**src/hdl/rtd_pkg.sv**
```systemverilog
package rtd_pkg;

   localparam int WORD_W  = 16;
   localparam int CODE_W  = 15;
   localparam int TEMP_W  = 18;

   // discriminant scaled by 8192e14, signed so a negative value shows in the top bit
   localparam int E_W     = 46;
   localparam int EB_W    = 44;
   localparam int PROD_W  = 43;
   localparam int X_W     = 63;   // 2*E*2^18
   localparam int ROOT_W  = 32;
   localparam int MAG_W   = 50;   // |code - 8192| * OUT_SCALE
   localparam int W_W     = 33;   // ALPHA_SCALED + root
   localparam int NUM_W   = 52;   // 2*mag + w
   localparam int DEN_W   = 34;   // 2*w
   localparam int QUOT_W  = 17;

   localparam logic [CODE_W-1:0] CODE_ONE     = 15'd8192;
   localparam logic [EB_W-1:0]   E_BASE       = 44'd12513123442688;
   localparam logic [27:0]       FOUR_BETA    = 28'd231000000;
   localparam logic [34:0]       OUT_SCALE    = 35'd20480000000;
   localparam logic [31:0]       ALPHA_SCALED = 32'd2561343488;

   // front stage + one per root bit + divider setup + one per quotient bit + output
   localparam int LATENCY = 1 + ROOT_W + 1 + QUOT_W + 1;

   typedef struct packed {
      logic             bad;
      logic             neg;
      logic [X_W-1:0]   x;
      logic [MAG_W-1:0] mag;
   } front_type;

   typedef struct packed {
      logic              bad;
      logic              neg;
      logic [MAG_W-1:0]  mag;
      logic [ROOT_W-1:0] root;
   } root_type;

endpackage

```
**src/hdl/rtd_div.sv**
```systemverilog
module rtd_div
   import rtd_pkg::*;
(
   input  logic                     clock,
   input  logic                     reset,
   input  logic                     in_valid,
   input  root_type                 in_data,
   output logic                     out_valid,
   output logic signed [TEMP_W-1:0] out_temp,
   output logic                     out_bad
);

   typedef struct packed {
      logic              bad;
      logic              neg;
      logic [NUM_W-1:0]  rem;
      logic [DEN_W-1:0]  den;
      logic [QUOT_W-1:0] q;
   } ds_type;

   logic [W_W-1:0]            w;
   ds_type                    pr_in;
   ds_type                    pr_ff;
   logic                      pr_vld_ff;
   ds_type                    cur   [QUOT_W];
   ds_type                    ds_in [QUOT_W];
   ds_type                    ds_ff [QUOT_W];
   logic [QUOT_W-1:0]         vld_ff;
   logic [TEMP_W-1:0]         q_ext;
   logic signed [TEMP_W-1:0]  temp_in;
   logic signed [TEMP_W-1:0]  temp_ff;
   logic                      bad_ff;
   logic                      out_vld_ff;

   // round to nearest: q = floor((2*mag + w) / (2*w))
   assign w = {1'b0, ALPHA_SCALED} + {1'b0, in_data.root};

   always_comb begin
      pr_in.bad = in_data.bad;
      pr_in.neg = in_data.neg;
      pr_in.rem = {1'b0, in_data.mag, 1'b0} + {{(NUM_W-W_W){1'b0}}, w};
      pr_in.den = {w, 1'b0};
      pr_in.q   = '0;
   end

   always_ff @(posedge clock) begin
      if (reset) begin
         pr_vld_ff <= 1'b0;
      end else begin
         pr_vld_ff <= in_valid;
      end
   end

   always_ff @(posedge clock) begin
      pr_ff <= pr_in;
   end

   // restoring division, one quotient bit per stage
   for (genvar s = 0; s < QUOT_W; s++) begin : g_stage
      localparam int K = QUOT_W - 1 - s;
      logic [NUM_W-1:0] shifted;
      logic             take;

      if (s == 0) begin : g_first
         assign cur[s] = pr_ff;
         always_ff @(posedge clock) begin
            if (reset) begin
               vld_ff[s] <= 1'b0;
            end else begin
               vld_ff[s] <= pr_vld_ff;
            end
         end
      end else begin : g_next
         assign cur[s] = ds_ff[s-1];
         always_ff @(posedge clock) begin
            if (reset) begin
               vld_ff[s] <= 1'b0;
            end else begin
               vld_ff[s] <= vld_ff[s-1];
            end
         end
      end

      assign shifted = {{(NUM_W-DEN_W){1'b0}}, cur[s].den} << K;
      assign take    = cur[s].rem >= shifted;

      always_comb begin
         ds_in[s] = cur[s];
         if (take) begin
            ds_in[s].rem  = cur[s].rem - shifted;
            ds_in[s].q[K] = 1'b1;
         end
      end

      always_ff @(posedge clock) begin
         ds_ff[s] <= ds_in[s];
      end
   end

   assign q_ext = {1'b0, ds_ff[QUOT_W-1].q};

   always_comb begin
      if (ds_ff[QUOT_W-1].bad) begin
         temp_in = '0;
      end else if (ds_ff[QUOT_W-1].neg) begin
         temp_in = -$signed(q_ext);
      end else begin
         temp_in = $signed(q_ext);
      end
   end

   always_ff @(posedge clock) begin
      if (reset) begin
         out_vld_ff <= 1'b0;
      end else begin
         out_vld_ff <= vld_ff[QUOT_W-1];
      end
   end

   always_ff @(posedge clock) begin
      temp_ff <= temp_in;
      bad_ff  <= ds_ff[QUOT_W-1].bad;
   end

   assign out_valid = out_vld_ff;
   assign out_temp  = temp_ff;
   assign out_bad   = bad_ff;

endmodule

```
**config.mk**
```make
export PLATFORM = sky130hd
export DESIGN_NAME = rtd_div
export DESIGN_NICKNAME = d
export VERILOG_FILES = /design/src/hdl/rtd_pkg.sv /design/src/hdl/rtd_div.sv
export SDC_FILE = /design/constraint.sdc
export NUM_CORES = 2
export LEC_CHECK = 0
export BUFFER_PORTS_ARGS = -buffer_cell sky130_fd_sc_hd__clkbuf_2
export CAP_MARGIN = 5
export CORE_MARGIN = 1
export CORE_UTILIZATION = 50
export DETAILED_ROUTE_END_ITERATION = 10
export PLACE_DENSITY = 0.66
export SLEW_MARGIN = 40
export SYNTH_ARGS = -nofsm -noshare
export SYNTH_HDL_FRONTEND = slang
export SYNTH_SLANG_ARGS = --single-unit
```
**constraint.sdc**
```tcl
create_clock -name clock -period 4.3 [get_ports clock]
set_input_delay 0.43 -clock clock [delete_from_list [all_inputs] [get_ports clock]]
set_output_delay 0.43 -clock clock [all_outputs]
set_load 0.005 [all_outputs]
```
After elaboration in Yosys (flattened, before gate mapping)
Memories as Yosys holds them, arrays and structs flattened. Cells that the tools add are included. W data, S select, Z words.

Multiplexer cells: 35. Reductions and logical operators: 1. Add/subtract/negate cells: 20. $lt $le $gt $ge: 17. Bitwise gates (word level): 1.

Operators with widths (count): $mux W52 (17); $add A51 B33 Y52 (1); $ge A52 B34 Y1 (1); $ge A52 B35 Y1 (1); $ge A52 B36 Y1 (1); $ge A52 B37 Y1 (1); $ge A52 B38 Y1 (1); $ge A52 B39 Y1 (1); $ge A52 B40 Y1 (1); $ge A52 B41 Y1 (1); $ge A52 B42 Y1 (1); $ge A52 B43 Y1 (1); $ge A52 B44 Y1 (1); $ge A52 B45 Y1 (1); $ge A52 B46 Y1 (1); $ge A52 B47 Y1 (1); $ge A52 B48 Y1 (1); $ge A52 B49 Y1 (1); $ge A52 B50 Y1 (1); $sub A52 B34 Y52 (1); $sub A52 B35 Y52 (1); $sub A52 B36 Y52 (1); $sub A52 B37 Y52 (1); $sub A52 B38 Y52 (1); other kinds (18) (34).

Memories: 1. Memory bits (writable): 1785. Input port bits: 87. Register bits after elaboration: 125. Word-level logic and storage cells: 101.

Memory list: ds_ff (words 17, width 105, rd ports 17, clocked after memory_dff 0, wr ports 17, line rtd_div.sv:27) `ds_type ds_ff [QUOT_W];`.

Depth between registers and ports, before layout
An unclocked memory read counts as a cell.

Word-level depth: 3. Depth in mapped cells: 22. Gate-level depth less buffers: 21.

Worst setup path before layout
Ideal clock, no wire load.

Path type: input-to-reg. Start point: in in_data[16] (netlist name). End point: reg pr_ff (netlist bit cur[1773]). Path buffers: 1. Stages: 19. Data required time: 4.182 ns. Data arrival time: 3.432 ns. Path slack: 0.749 ns. Library setup time: 0.118 ns. Cell sequence: inv_1 > ha_1 > nor2b_1 > o21a_1 > o21a_1 > nor2_1 > nor2_1 > a21oi_1 > nand2b_1 > a31o_2 > ha_1 > and4_1 > nand3b_1 > o21ai_1 > and3_1 > and3_1 > clkbuf_1 > nand3_1 > xnor2_1.

RTL lines: start: declaration (line rtd_div.sv:7) `input root_type in_data,`; end signal: assignment (line rtd_div.sv:55) `pr_ff <= pr_in;`; end: declaration (line rtd_div.sv:23) `ds_type pr_ff;`.

==> flow_summary.yaml <==
synthesis:
  synth_cell_type_count: 108
  ys_ff_latch: 1655
  yosys_warnings: 0
  syn_area_um2: 75800
  synth_cells: 8351
  synthArstFlopShare: 0
  synth_area_per_cell_um2: 9.08
  syn_nets: 9049
  synthFlopType: "dfxtp_1"
  synth-edff-count: 0
  synth-seq-area-share: 0.437
floorplan:
  rows: 142
  dieArea_um2: 153000
  ioPinCount: 107
  die_h_um: 391
  die_x_um: 391
  core_area_um2: 150000
  start_util: 0.505
timing:
  skew_ps: 25.4
  period_needed_ps: 4160
  hold_viol_final: 0
  slew_headroom: 0.367
  finalSetupTns_ps: 0
  worst_pin_slew_ps: 926
  fmax_ghz: 0.240
  fin_crit_sh: 0.968
  slew_viol_final: 0
  setup_violations: 0
detailed_routing:
  firstDrtPassIters: 6
  drc: 0
  post_drt_wl_per_cell_um: 16.8
  via_count: 57900
  drtIter0Drc: 2547
  detail-route-antenna-nets: 0
  drt_wl_total_mm: 182
  viasPerCell: 5.37
final_layout:
  final_area_um2: 86000
  final_common_cell: "dfxtp_1"
  area_delta_synth_final_pct: 13.4
  nets: 9299
  layout-drive-gt1-share: 0.0847
  layout_common_cells: "dfxtp_1 (1,655), inv_1 (722), a21oi_1 (669)"
  fin_cells: 10800
critical_path:
  cp_data_required_time_ps: 4980
  path_class: "flop to flop"
  start_kind: "flop"
  worstSetupEndpointType: "flop"
  crit_path_max_incr_delay_ps: 620
  worstPathMaxFanout: 36
  crit_chain: "inv_1 -> ha_1 -> nor2b_1 -> o21a_1 -> o21a_1 -> o41a_1 -> a31oi_1 -> o21a_1 -> o31ai_1 -> buf_4 -> a21oi_1 -> o31a_4 -> buf_4 -> mux2i_1"
  crit_slowest_cell: "a31oi_1"
  cp_data_arrival_time_ps: 4850
  path_common_cell: "o21a_1"
global_route:
  grt_max_degree: 63
  grtUsageTotal: 0.233
  grt.overflow.total: 0
  grt_pass1_wl_mm: 288
  antenna_found_initial: 1
  first_global_vias: 58800
power:
  p_comb_frac: 0.452
  p_leak_uw: 0.0390
  irDropWorstVdd_uv: 447
  pwr-share-clk: 0.221
  design_power_total_uw: 70200
  seq_power_share: 0.327
  internal-power_uw: 43600
  p_sw_uw: 26600
  p_per_area_nw_per_um2: 816
  switching_share: 0.379
cts:
  path_clk_slew_ps: 60
  cts-root-buf: "clkbuf_16"
  clk_path_buf_depth: 3
  clk_latency_ps: 780
  h-tree-depth: 4
  cts.sinks: 1655
  tritoncts: "done"
  cts_buffers: 173
place:
  placedInstanceArea_um2: 79100
  port_buffers: 106
  dp.cells: 10400
  globalplace.congestion: 0.987
  hpwl_mm: 143
hold_path:
  holdCritPathClass: "input port to flop"
run_status:
  status: "complete, no violations"
run:
  maxCapViolCount: 0
path summary, 6_finish.rpt:
kind | start | to | slack [ps] | cells past startpoint
setup / recovery | ds_ff[0][440] | ds_ff[0][588] | 140 | 14
setup reg to reg | ds_ff[0][440] | ds_ff[0][588] | 140 | 14
hold reg to reg | ds_ff[0][434] | ds_ff[0][539] | 320 | 0
hold / removal | in_data[59] | cur[1759] | 70 | 3
routing by layer:
layer,global-route usage,wire [µm],vias up
met5,0,0,-
met4,0.171,13800,0
met3,0.0295,5410,592
met2,0.459,96300,1321
met1,0.217,66100,26400
li1,-,-,29500
power groups by stage:
stage	sequential [µW]	combinational, µW	clock [µW]
2_1_floorplan	22200	24400	0
3_3_place_gp	23200	30600	0
3_5_place_dp	23200	31200	0
4_1_cts	22900	31400	15900
5_1_grt	23400	35200	16600
6_report	23000	31700	15500
cell families after synthesis:
| family | Yosys count | share of synthesized area |
|---|---|---|
| AOI/OAI and AO/OA | 2162 | 0.179 |
| xor gates and xnor gates | 677 | 0.0782 |
| adders and majority gates | 611 | 0.103 |
| buffers and inverters | 950 | 0.0480 |
| DFF | 1655 | 0.437 |
| muxes | 85 | 0.0126 |
| and+or+nand+nor | 2211 | 0.143 |
registers in the layout, indices dropped and copies added, names as in the netlist:
name	cells
cur	86
ds_ff	1531
out_bad	1
out_temp	18
out_valid	1
pr_vld_ff	1
vld_ff	17
cell type report:
class                   instances  area [µm²]
fillers                     13000       64200
multi-input cells            5746       39200
flip-flops and latches       1655       33100
clock buffers                 236        4960
inverters                     728        2730
well taps                    2016        2520
repair buffers                297        2290
clock inverters                87        1130
diodes                         10        25.0
per-stage QoR:
stage	setup WS [ps]	util	hold WS (ps)
detailed placement	42.0	0.527	312
global route	-11.9	0.573	32.2
global placement	199	0.527	310
CTS	44.8	0.572	7.55
finish	136	0.573	74.8
floorplan	749	-	310
Yosys cell counts (13+ instances only):
cell type,instances,share of area
clkbuf_1,146,0.0072
nand3b_1,19,0.0019
nor3b_1,14,0.0014
or2_2,23,0.0019
inv_1,723,0.036
and3_1,48,0.0040
o21bai_1,70,0.0069
and2_1,37,0.0031
nand4_1,128,0.011
a211oi_1,52,0.0051
o41ai_1,13,0.0015
a21oi_1,674,0.044
nand2b_1,115,0.0095
a211o_1,23,0.0027
a21o_1,364,0.036
nand3_1,129,0.0085
buf_1,26,0.0013
nor2_1,545,0.027
o2111ai_1,20,0.0023
nand2_1,659,0.033
a31o_2,17,0.0020
a31oi_1,53,0.0044
or4_1,30,0.0030
mux2_2,80,0.012
nor3_1,130,0.0086
o211ai_1,26,0.0026
buf_2,46,0.0030
nand4b_1,13,0.0015
nor4_1,88,0.0073
nor2b_1,111,0.0092
o21ai_0,555,0.037
and4_1,24,0.0028
o21ai_1,14,0.00092
ha_1,594,0.098
dfxtp_1,1655,0.44
fa_1,17,0.0045
xnor2_1,359,0.041
a21boi_0,15,0.0015
or3_1,50,0.0041
o21a_1,80,0.0079
o31ai_1,41,0.0041
xor2_1,318,0.037
worst max-delay path, delay by kind of cell, from the launching register on:
kind	cells	cell delay (ps)
compound gates	8	2510
buf+inv	3	490
fa+ha+maj	1	350
flops	1	320
mux	1	230
simple gates	1	160
timing repair:
action	4_1_cts	5_1_grt
cloned	0	1
endpoints found under the setup margin	1	10
endpoints found under the hold margin	52	0
setup buffers	0	1
pin swaps	0	7
hold buffers	62	0
gates resized for setup	1	18
Note: power is estimated with default switching activity, not from simulation.
