`config.mk`:
```
export PLATFORM = sky130hd
export DESIGN_NAME = rtd_front
export DESIGN_NICKNAME = d
export VERILOG_FILES = /design/src/hdl/rtd_pkg.sv /design/src/hdl/rtd_front.sv
export SDC_FILE = /design/constraint.sdc
export NUM_CORES = 1
export LEC_CHECK = 0
export BUFFER_PORTS_ARGS = -buffer_cell sky130_fd_sc_hd__buf_2
export CAP_MARGIN = 20
export CORE_UTILIZATION = 25
export CTS_CLUSTER_DIAMETER = 150
export DETAILED_ROUTE_END_ITERATION = 10
export PLACE_DENSITY = 0.4
export SETUP_SLACK_MARGIN = 0.4
export SYNTH_ARGS = -nofsm -noshare
export SYNTH_HDL_FRONTEND = slang
export SYNTH_SLANG_ARGS = --single-unit
export TNS_END_PERCENT = 5
```
`constraint.sdc`:
```
create_clock -name clock -period 25.4 [get_ports clock]
set_input_delay 2.54 -clock clock [delete_from_list [all_inputs] [get_ports clock]]
set_output_delay 2.54 -clock clock [all_outputs]
set_load 0.1 [all_outputs]
```
`src/hdl/rtd_pkg.sv`:
```
package rtd_pkg;

   localparam int WORD_W  = 16;
   localparam int CODE_W  = 15;
   localparam int TEMP_W  = 18;

   // discriminant scaled by 8192e14, signed so a negative value shows in the top bit
   localparam int E_W     = 46;
   localparam int EB_W    = 44;
   localparam int PROD_W  = 43;
   localparam int X_W     = 63;   // 2*E*2^18
   localparam int ROOT_W  = 32;
   localparam int MAG_W   = 50;   // |code - 8192| * OUT_SCALE
   localparam int W_W     = 33;   // ALPHA_SCALED + root
   localparam int NUM_W   = 52;   // 2*mag + w
   localparam int DEN_W   = 34;   // 2*w
   localparam int QUOT_W  = 17;

   localparam logic [CODE_W-1:0] CODE_ONE     = 15'd8192;
   localparam logic [EB_W-1:0]   E_BASE       = 44'd12513123442688;
   localparam logic [27:0]       FOUR_BETA    = 28'd231000000;
   localparam logic [34:0]       OUT_SCALE    = 35'd20480000000;
   localparam logic [31:0]       ALPHA_SCALED = 32'd2561343488;

   // front stage + one per root bit + divider setup + one per quotient bit + output
   localparam int LATENCY = 1 + ROOT_W + 1 + QUOT_W + 1;

   typedef struct packed {
      logic             bad;
      logic             neg;
      logic [X_W-1:0]   x;
      logic [MAG_W-1:0] mag;
   } front_type;

   typedef struct packed {
      logic              bad;
      logic              neg;
      logic [MAG_W-1:0]  mag;
      logic [ROOT_W-1:0] root;
   } root_type;

endpackage

```
`src/hdl/rtd_front.sv`:
```
module rtd_front
   import rtd_pkg::*;
(
   input  logic              clock,
   input  logic              reset,
   input  logic              in_valid,
   input  logic [WORD_W-1:0] in_word,
   output logic              out_valid,
   output front_type         out_data
);

   logic [CODE_W-1:0]       code;
   logic                    neg;
   logic [CODE_W-1:0]       absd;
   logic [PROD_W-1:0]       prod_e;
   logic [MAG_W-1:0]        mag;
   logic signed [E_W-1:0]   e;
   front_type               data_in;
   front_type               data_ff;
   logic                    valid_ff;

   assign code = in_word[WORD_W-1:1];
   assign neg  = code < CODE_ONE;
   assign absd = neg ? (CODE_ONE - code) : (code - CODE_ONE);

   assign prod_e = {15'b0, FOUR_BETA} * {28'b0, absd};
   assign mag    = {15'b0, OUT_SCALE} * {35'b0, absd};

   // n = 8192 - code is +absd below the zero point, -absd above it
   always_comb begin
      if (neg) begin
         e = $signed({2'b0, E_BASE}) + $signed({3'b0, prod_e});
      end else begin
         e = $signed({2'b0, E_BASE}) - $signed({3'b0, prod_e});
      end
      data_in.bad = e[E_W-1];
      data_in.neg = neg;
      data_in.x   = {e[EB_W-1:0], 19'b0};
      data_in.mag = mag;
   end

   always_ff @(posedge clock) begin
      if (reset) begin
         valid_ff <= 1'b0;
      end else begin
         valid_ff <= in_valid;
      end
   end

   always_ff @(posedge clock) begin
      data_ff <= data_in;
   end

   assign out_valid = valid_ff;
   assign out_data  = data_ff;

endmodule

```
# [Word-level counts from Yosys, hierarchy flattened]
# Index checks and enable logic that the tools add are counted.
[word_totals] in_bits=19 output_inout_bits=116 regBits=79 wordCells=14
[classes] mux=2 n_lt_le_gt_ge=1 add_sub_neg=4 multipliers=2
[ops] cell="46-bit two-way mux" count=1
[ops] cell="44-bit by 43-bit adder with 45-bit output (first input constant)" count=1
[ops] cell="44-bit by 43-bit subtractor with 45-bit output (first input constant)" count=1
[ops] cell="22-bit by 15-bit multiplier with 37-bit output (first input constant)" count=1
[ops] cell="17-bit by 15-bit multiplier with 32-bit output (first input constant)" count=1
[ops] cell="15-bit by 14-bit < comparator with 1-bit output (second input constant)" count=1
[ops] cell="15-bit two-way mux" count=1
[ops] cell="14-bit by 15-bit subtractor with 15-bit output (first input constant)" count=1
[ops] cell="15-bit by 14-bit subtractor with 15-bit output (second input constant)" count=1

# [Longest topological paths before layout]
# Gate-level depths: netlist of the first run.
[depth] depth_word=5 depth_mapped=30 ltp_nobuf=29

# [Worst setup path after synthesis of the first run]
# No wires, ideal clock.
[synth_timing] path_type="input -> register" start="input port in_word[14]" end="register data_ff (netlist bit out_data[110])" setup_slack_ns=15.391 stages=26 arrival_time_ns=9.874 setup_ns=0.134 n_path_buf=1 required_time_ns=25.266 cell_sequence="or2_2 > inv_1 > clkbuf_1 > o31ai_1 > nand2_1 > xor2_1 > fa_1 > inv_1 > fa_1 > fa_1 > inv_1 > fa_1 > fa_1 > ha_1 > ha_1 > and2_1 > and3_1 > o211ai_1 > o211ai_2 > o211a_1 > or4_4 > a211oi_2 > o211ai_2 > a21oi_2 > o211ai_1 > xnor2_1"
[synth_via] elab_chain_len=5 elab_cells_between_ends=8 cone_classes="add/sub (4); mul (1); order compare (1); mux (2)"
[synth_lines] item="start, declared" line="rtd_front.sv:7" text="input logic [WORD_W-1:0] in_word,"
[synth_lines] item="15-bit by 14-bit subtractor with 15-bit output (tied with other cells)" line="rtd_front.sv:24" text="assign absd = neg ? (CODE_ONE - code) : (code - CODE_ONE);"
[synth_lines] item="15-bit two-way mux" line="rtd_front.sv:24"
[synth_lines] item="22-bit by 15-bit multiplier with 37-bit output" line="rtd_front.sv:26" text="assign prod_e = {15'b0, FOUR_BETA} * {28'b0, absd};"
[synth_lines] item="44-bit by 43-bit subtractor with 45-bit output / 44-bit by 43-bit adder with 45-bit output (equally long branches)" line="rtd_front.sv:34, rtd_front.sv:32"
[synth_lines] item="46-bit two-way mux *" line="rtd_front.sv:31" text="if (neg) begin"
[synth_lines] item="named net e[41]" line="rtd_front.sv:17" text="logic signed [E_W-1:0] e;"
[synth_lines] item="end signal, assigned" line="rtd_front.sv:51" text="data_ff <= data_in;"
[synth_lines] item="end, declared" line="rtd_front.sv:19" text="front_type data_ff;"
# The timed path passes the listed nets; every way through them passes the cells marked *.
# A chain may end at the register's enable or synchronous reset.

# [Worst setup path after layout of the first run]
[layout_timing] start="input port in_word[1]" end="register data_ff (netlist bit out_data[111])"
# Same word-level chain as after synthesis.

==> run metrics, run 1 <==
outcome=completed; # setup viols final=0; average via count per standard cell=4.63; Worst-Margin Slew=894 ps; GR Util met1=19.7%; buffer cell driving the clock tree root=clkbuf_16; share of the yosys chip area belonging to registers=10.3%; largest net degree at the start of global routing=40; Final min period=approximately 11000 ps; final clock period utilization by the worst path=44.3%; initial core utilization=25.5%; DIE WIDTH=237 um; number of vias in the routed layout=10400; summed area of non-filler cells in the final layout=15200 um2; Floorplan Core Area=around 54000 um2; flip-flop and latch count after synthesis=71; postcts setup bufs=0; CP required=25650 ps; global-route wire length before repair=around 60000 um; Layout fillers=5832; CTS max path bufs=2; number of hold violations in the final report=0; multi-input gate area in the final layout=11000 um2; max-slew headroom at the worst pin=40.2%; Clock Pin Slew Worst Setup and Hold Paths=70 ps; cell area after placement=14800 um2; highest-utilization routing layer at the global route stage=met2; post-synthesis instance area=about 14000 um2; routed wirelength normalized by instance count=17.1 um; number of buffers added on ports=89; final weighted congestion in routability-driven placement=0.875; class of the tightest hold or removal check=input pin to flip-flop; # clock sinks=around 70; TritonCTS clock tree=built; Synth area leaders=fa_1 24%, ha_1 24%, dfxtp_1 10%, inv_1 7.4%, xnor2_1 3.8%; count of nets left with antenna violations after detail routing=0; arrival time at the worst endpoint=~12000 ps; critical path fanouts, max=14; detailed-placement wirelength estimate=around 33000 um; global-route usage over all layers=between 10% and 20%; number of optimization iterations in the first detailed-route pass=5; Mapped Avg Cell Area=9.32 um2; number of H-tree levels=3; number of DRC markers after the initial detailed-route iteration=539; maximum clock frequency=between 80 and 90 MHz; Critical Path Start Type=input pin; synth unique cells=89; biggest area consumer among synthesized cells=fa_1; CTS-repair resized insts=0; final global-route overflow total=0; DR DRC count=0; share of Yosys cell area claimed by the top area cell type=24.0%; n_diodes=0; count of max-cap constraint violations=0; GR met2 Demand/Resource=23.2%; area grow syn2layout=10.1%; Async S/R FF share, synth=0%; number of global-route vias before repair=10800; met3 track demand over resource=roughly 2.3%; sequential cell area=1420 um2; leading cell types in the layout, fill and taps excluded=271 x inv_1, 260 x ha_1, 165 x fa_1, 89 x buf_2, 76 x a21oi_1; fraction of final layout cells sized beyond drive strength 1=10.9%; element type at the critical path end=flip-flop; Post-Route Setup TNS=0 ps; y dimension of the die=237 um; number of buffers inserted for hold repair after clock tree synthesis=0; count of flip-flops with a built-in enable after synthesis=0; number of primary I/O pins=between 100 and 150; Site Rows=between 80 and 90; yosys warns=0; commonest non-fill, non-tap cell in the layout=inv_1; cell count after synthesis=between 1000 and 1500; Inserted Clock Buffers=9; initial antenna violation count=1; max-slew violations=0; ys flop type=dfxtp_1; die area=between 50000 and 60000 um2; Worst Hold Path Cells=2; Post-layout nets=2001; routed wire length=38700 um; setup repair after global routing missed its margin=no; critical setup path kind=input pin to flip-flop
cell families (layout without fill, tap and decap cells):
family	Yosys count	count (layout)	synth area share (%)
compound gates	286	286	14.5
xor+xnor	97	97	6.27
fa+ha+maj	425	425	47.5
buf+inv	348	388	11.4
flops	71	71	10.3
mux	4	4	0.290
other cells	1	44	0.0272
simple gates	247	247	9.67
cells in the mapped netlist (all sizes together) (6+ instances only):
cell type,count
clkbuf,21
nor2b,8
nand2,46
a311oi,6
a21o,23
and3,10
or3,6
xor2,35
a31oi,12
o211ai,16
and2,12
nor2,55
nand2b,13
o21ai,52
dfxtp,71
o211a,6
nand4,13
ha,260
nand3,20
nor3,28
o21a,14
inv,271
a21oi,77
a211oi,10
xnor2,62
o31ai,11
or2,13
o21bai,8
fa,165
buf,56
per-layer routing:
metal	routed length [um]	vias to the layer above
li1	-	5053
met1	18700	5178
met2	17900	193
met3	1530	24
met4	514	0
met5	0	-
layout make-up:
class / count / area share, %
sequential: 71 / 9.36
multi-input combinational: 1103 / 72.3
timing repair buffer: 101 / 3.53
clock inverter: 5 / 0.684
inverter: 271 / 6.70
tap: 696 / 5.74
clock buffer: 11 / 1.67
flip-flops by register name, summed over array words and instances (netlist names):
signal / cells
out_data: 70
out_valid: 1
final timing paths:
path | startpoint | to | slack (ps)
min | reset | out_valid | 2320
max | in_word[1] | out_data[111] | 14150
through the flow:
step / instances / setup WS, ps / util (%) / hold slack [ps]
2_1_floorplan: 1522 / 15390 / - / 2570
3_3_place_gp: 2242 / 13860 / 27.4 / 2700
3_5_place_dp: 2242 / 13890 / 27.4 / 2700
4_1_cts: 2258 / 14270 / 28.0 / 2280
5_1_grt: 2258 / 13680 / 28.0 / 2300
6_report: 2258 / 14150 / 28.0 / 2320
critical path, cell delays in order:
cell and delay (ps):
buf_2 210, nor3_1 320, nand2_1 200, nor3_1 330, nor3b_1 300, a21oi_1 100, nor2_1 680, ha_1 400
inv_1 160, fa_1 520, inv_1 70, fa_1 510, inv_1 50, fa_1 490, inv_1 50, fa_1 610
fa_1 440, ha_1 590, nand4_1 190, or2_2 320, nand2b_1 170, o211a_1 210, a21oi_1 320, nand4_1 310
o311ai_1 660, nand3_1 210, a311oi_1 420, a211oi_2 90
Power of run 1 is left out: the tool's default activity adds up to more than one toggle a clock period on the data nets, which glitch-free logic cannot reach.
==> inputs of run 2 (changes only) <==
--- a/config.mk
+++ b/config.mk
@@ -10,7 +10,7 @@
 export CORE_UTILIZATION = 25
 export CTS_CLUSTER_DIAMETER = 150
 export DETAILED_ROUTE_END_ITERATION = 10
-export PLACE_DENSITY = 0.4
+export PLACE_DENSITY = 0.42
 export SETUP_SLACK_MARGIN = 0.4
 export SYNTH_ARGS = -nofsm -noshare
 export SYNTH_HDL_FRONTEND = slang
==> constraint.sdc (replaced) <==
create_clock -name clock -period 9.6 [get_ports clock]
set_input_delay 0.96 -clock clock [delete_from_list [all_inputs] [get_ports clock]]
set_output_delay 0.96 -clock clock [all_outputs]
set_load 0.1 [all_outputs]
==> run 2 against run 1 <==
Net effect: global-route usage increased by 0.082 points; die area unchanged; worst hold slack got worse by 1600 ps; critical path type unchanged; wire length increased by 0.54%; cell count increased by 3.3%; utilization increased by 0.94 points; clock-buffer cell count unchanged; non-clock buffer count increased by 74; sequential cell count unchanged.
==> run metrics, run 2 (synthesis gave the netlist of run 1 again) <==
Final min period=8770 ps; n_diodes=0; Inserted Clock Buffers=9; arrival time at the worst endpoint=9030 ps; CP required=9860 ps; Finished Core Util=29.0%; number of primary I/O pins=135; largest net degree at the start of global routing=32; setup repair after global routing missed its margin=no; CTS-repair resized insts=0; maximum clock frequency=about 110 MHz; # clock sinks=71; Post-layout nets=between 2000 and 2500; initial antenna violation count=1; number of H-tree levels=3; critical path fanouts, max=8; count of nets left with antenna violations after detail routing=0; cell at the slowest stage of the critical path=fa_1; routed wire length=38900 um; max FFs per register=70; CTS max path bufs=2; final clock period utilization by the worst path=91.4%; postcts setup bufs=0; leading cell types in the layout, fill and taps excluded=271 x inv_1, 260 x ha_1, 165 x fa_1, 89 x buf_2, 86 x buf_4; area grow syn2layout=13.8%; count of max-cap constraint violations=0; number of global-route vias before repair=11100; routed wirelength normalized by instance count=approximately 17 um; Post-Route Setup TNS=0 ps; buffer cell driving the clock tree root=clkbuf_16; Worst-Margin Slew=877 ps; die area=56100 um2; y dimension of the die=~240 um; class of the tightest hold or removal check=input pin to flip-flop; Setup Slack @ Placement=around 550 ps; element type at the critical path end=flip-flop; cell with the most instances on the worst path=fa_1; number of DRC markers after the initial detailed-route iteration=between 400 and 500; number of hold violations in the final report=0; # setup viols final=0; DR DRC count=0; minimum hold slack=743 ps; Hold Path End=out_valid; final weighted congestion in routability-driven placement=about 0.9; TritonCTS clock tree=built; worst stage delay on the critical path=580 ps; max-slew violations=0; max-slew headroom at the worst pin=41.1%; number of buffers added on ports=approximately 90; DIE WIDTH=237 um; Floorplan Core Area=54100 um2; number of vias in the routed layout=10600; global-route usage over all layers=14.4%; Critical Path Start Type=input pin; commonest non-fill, non-tap cell in the layout=inv_1; critical setup path kind=input pin to flip-flop; number of buffers inserted for hold repair after clock tree synthesis=0; Clock Pin Slew Worst Setup and Hold Paths=60 ps; average via count per standard cell=between 4 and 5; Worst Hold Path Cells=2; initial core utilization=25.5%; Site Rows=85; outcome=completed; critical hold path startpoint=reset; global-route wire length before repair=61800 um; final global-route overflow total=0; detailed-placement wirelength estimate=33800 um; final setup slack of the worst path=830 ps; number of optimization iterations in the first detailed-route pass=4; fraction of final layout cells sized beyond drive strength 1=14.8%
==> run 2: worst max-delay path by stage <==
stage	end	cells after the start	from
CTS	out_data[110]	29	in_word[1]
floorplan	out_data[110]	26	in_word[14]
global route	out_data[110]	30	in_word[1]
finish	out_data[110]	30	in_word[1]
detailed placement	out_data[110]	29	in_word[1]
global placement	out_data[111]	26	in_word[1]
==> run 2: cell type report <==
| class | count | area (um2) |
|---|---|---|
| well taps | 696 | 871 |
| repair buffers | 175 | 1090 |
| fillers | 5770 | 38400 |
| multi-input cells | 1103 | 11000 |
| flip-flops and latches | 71 | 1420 |
| inverters | 271 | 1020 |
| clock inverters | 5 | 78.8 |
| clock buffers | 11 | 253 |
==> run 2: worst max-delay path: cells and delay by family <==
family | cells | cell delay [ps]
AO/OA/AOI/OAI | 8 | 1720
adder cells (fa/ha/maj) | 8 | 3450
AND/OR/NAND/NOR | 4 | 1070
buffers and inverters | 7 | 1100
XOR/XNOR | 3 | 710
==> run 2: stage by stage <==
step | std cells | instance area, um2
global route | 2332 | 15700
CTS | 2332 | 15700
finish | 2332 | 15700
global placement | 2316 | 15400
detailed placement | 2316 | 15400
floorplan | 1522 | 14000
==> run 2: per-layer routing <==
metal,GRT usage [%],part of all wire [%],vias up
li1,-,-,5198
met4,3.27,1.2,0
met3,2.15,3.7,22
met5,0,0,-
met1,20.0,49,5223
met2,23.4,46,175
Power of run 2 is left out for the same reason.
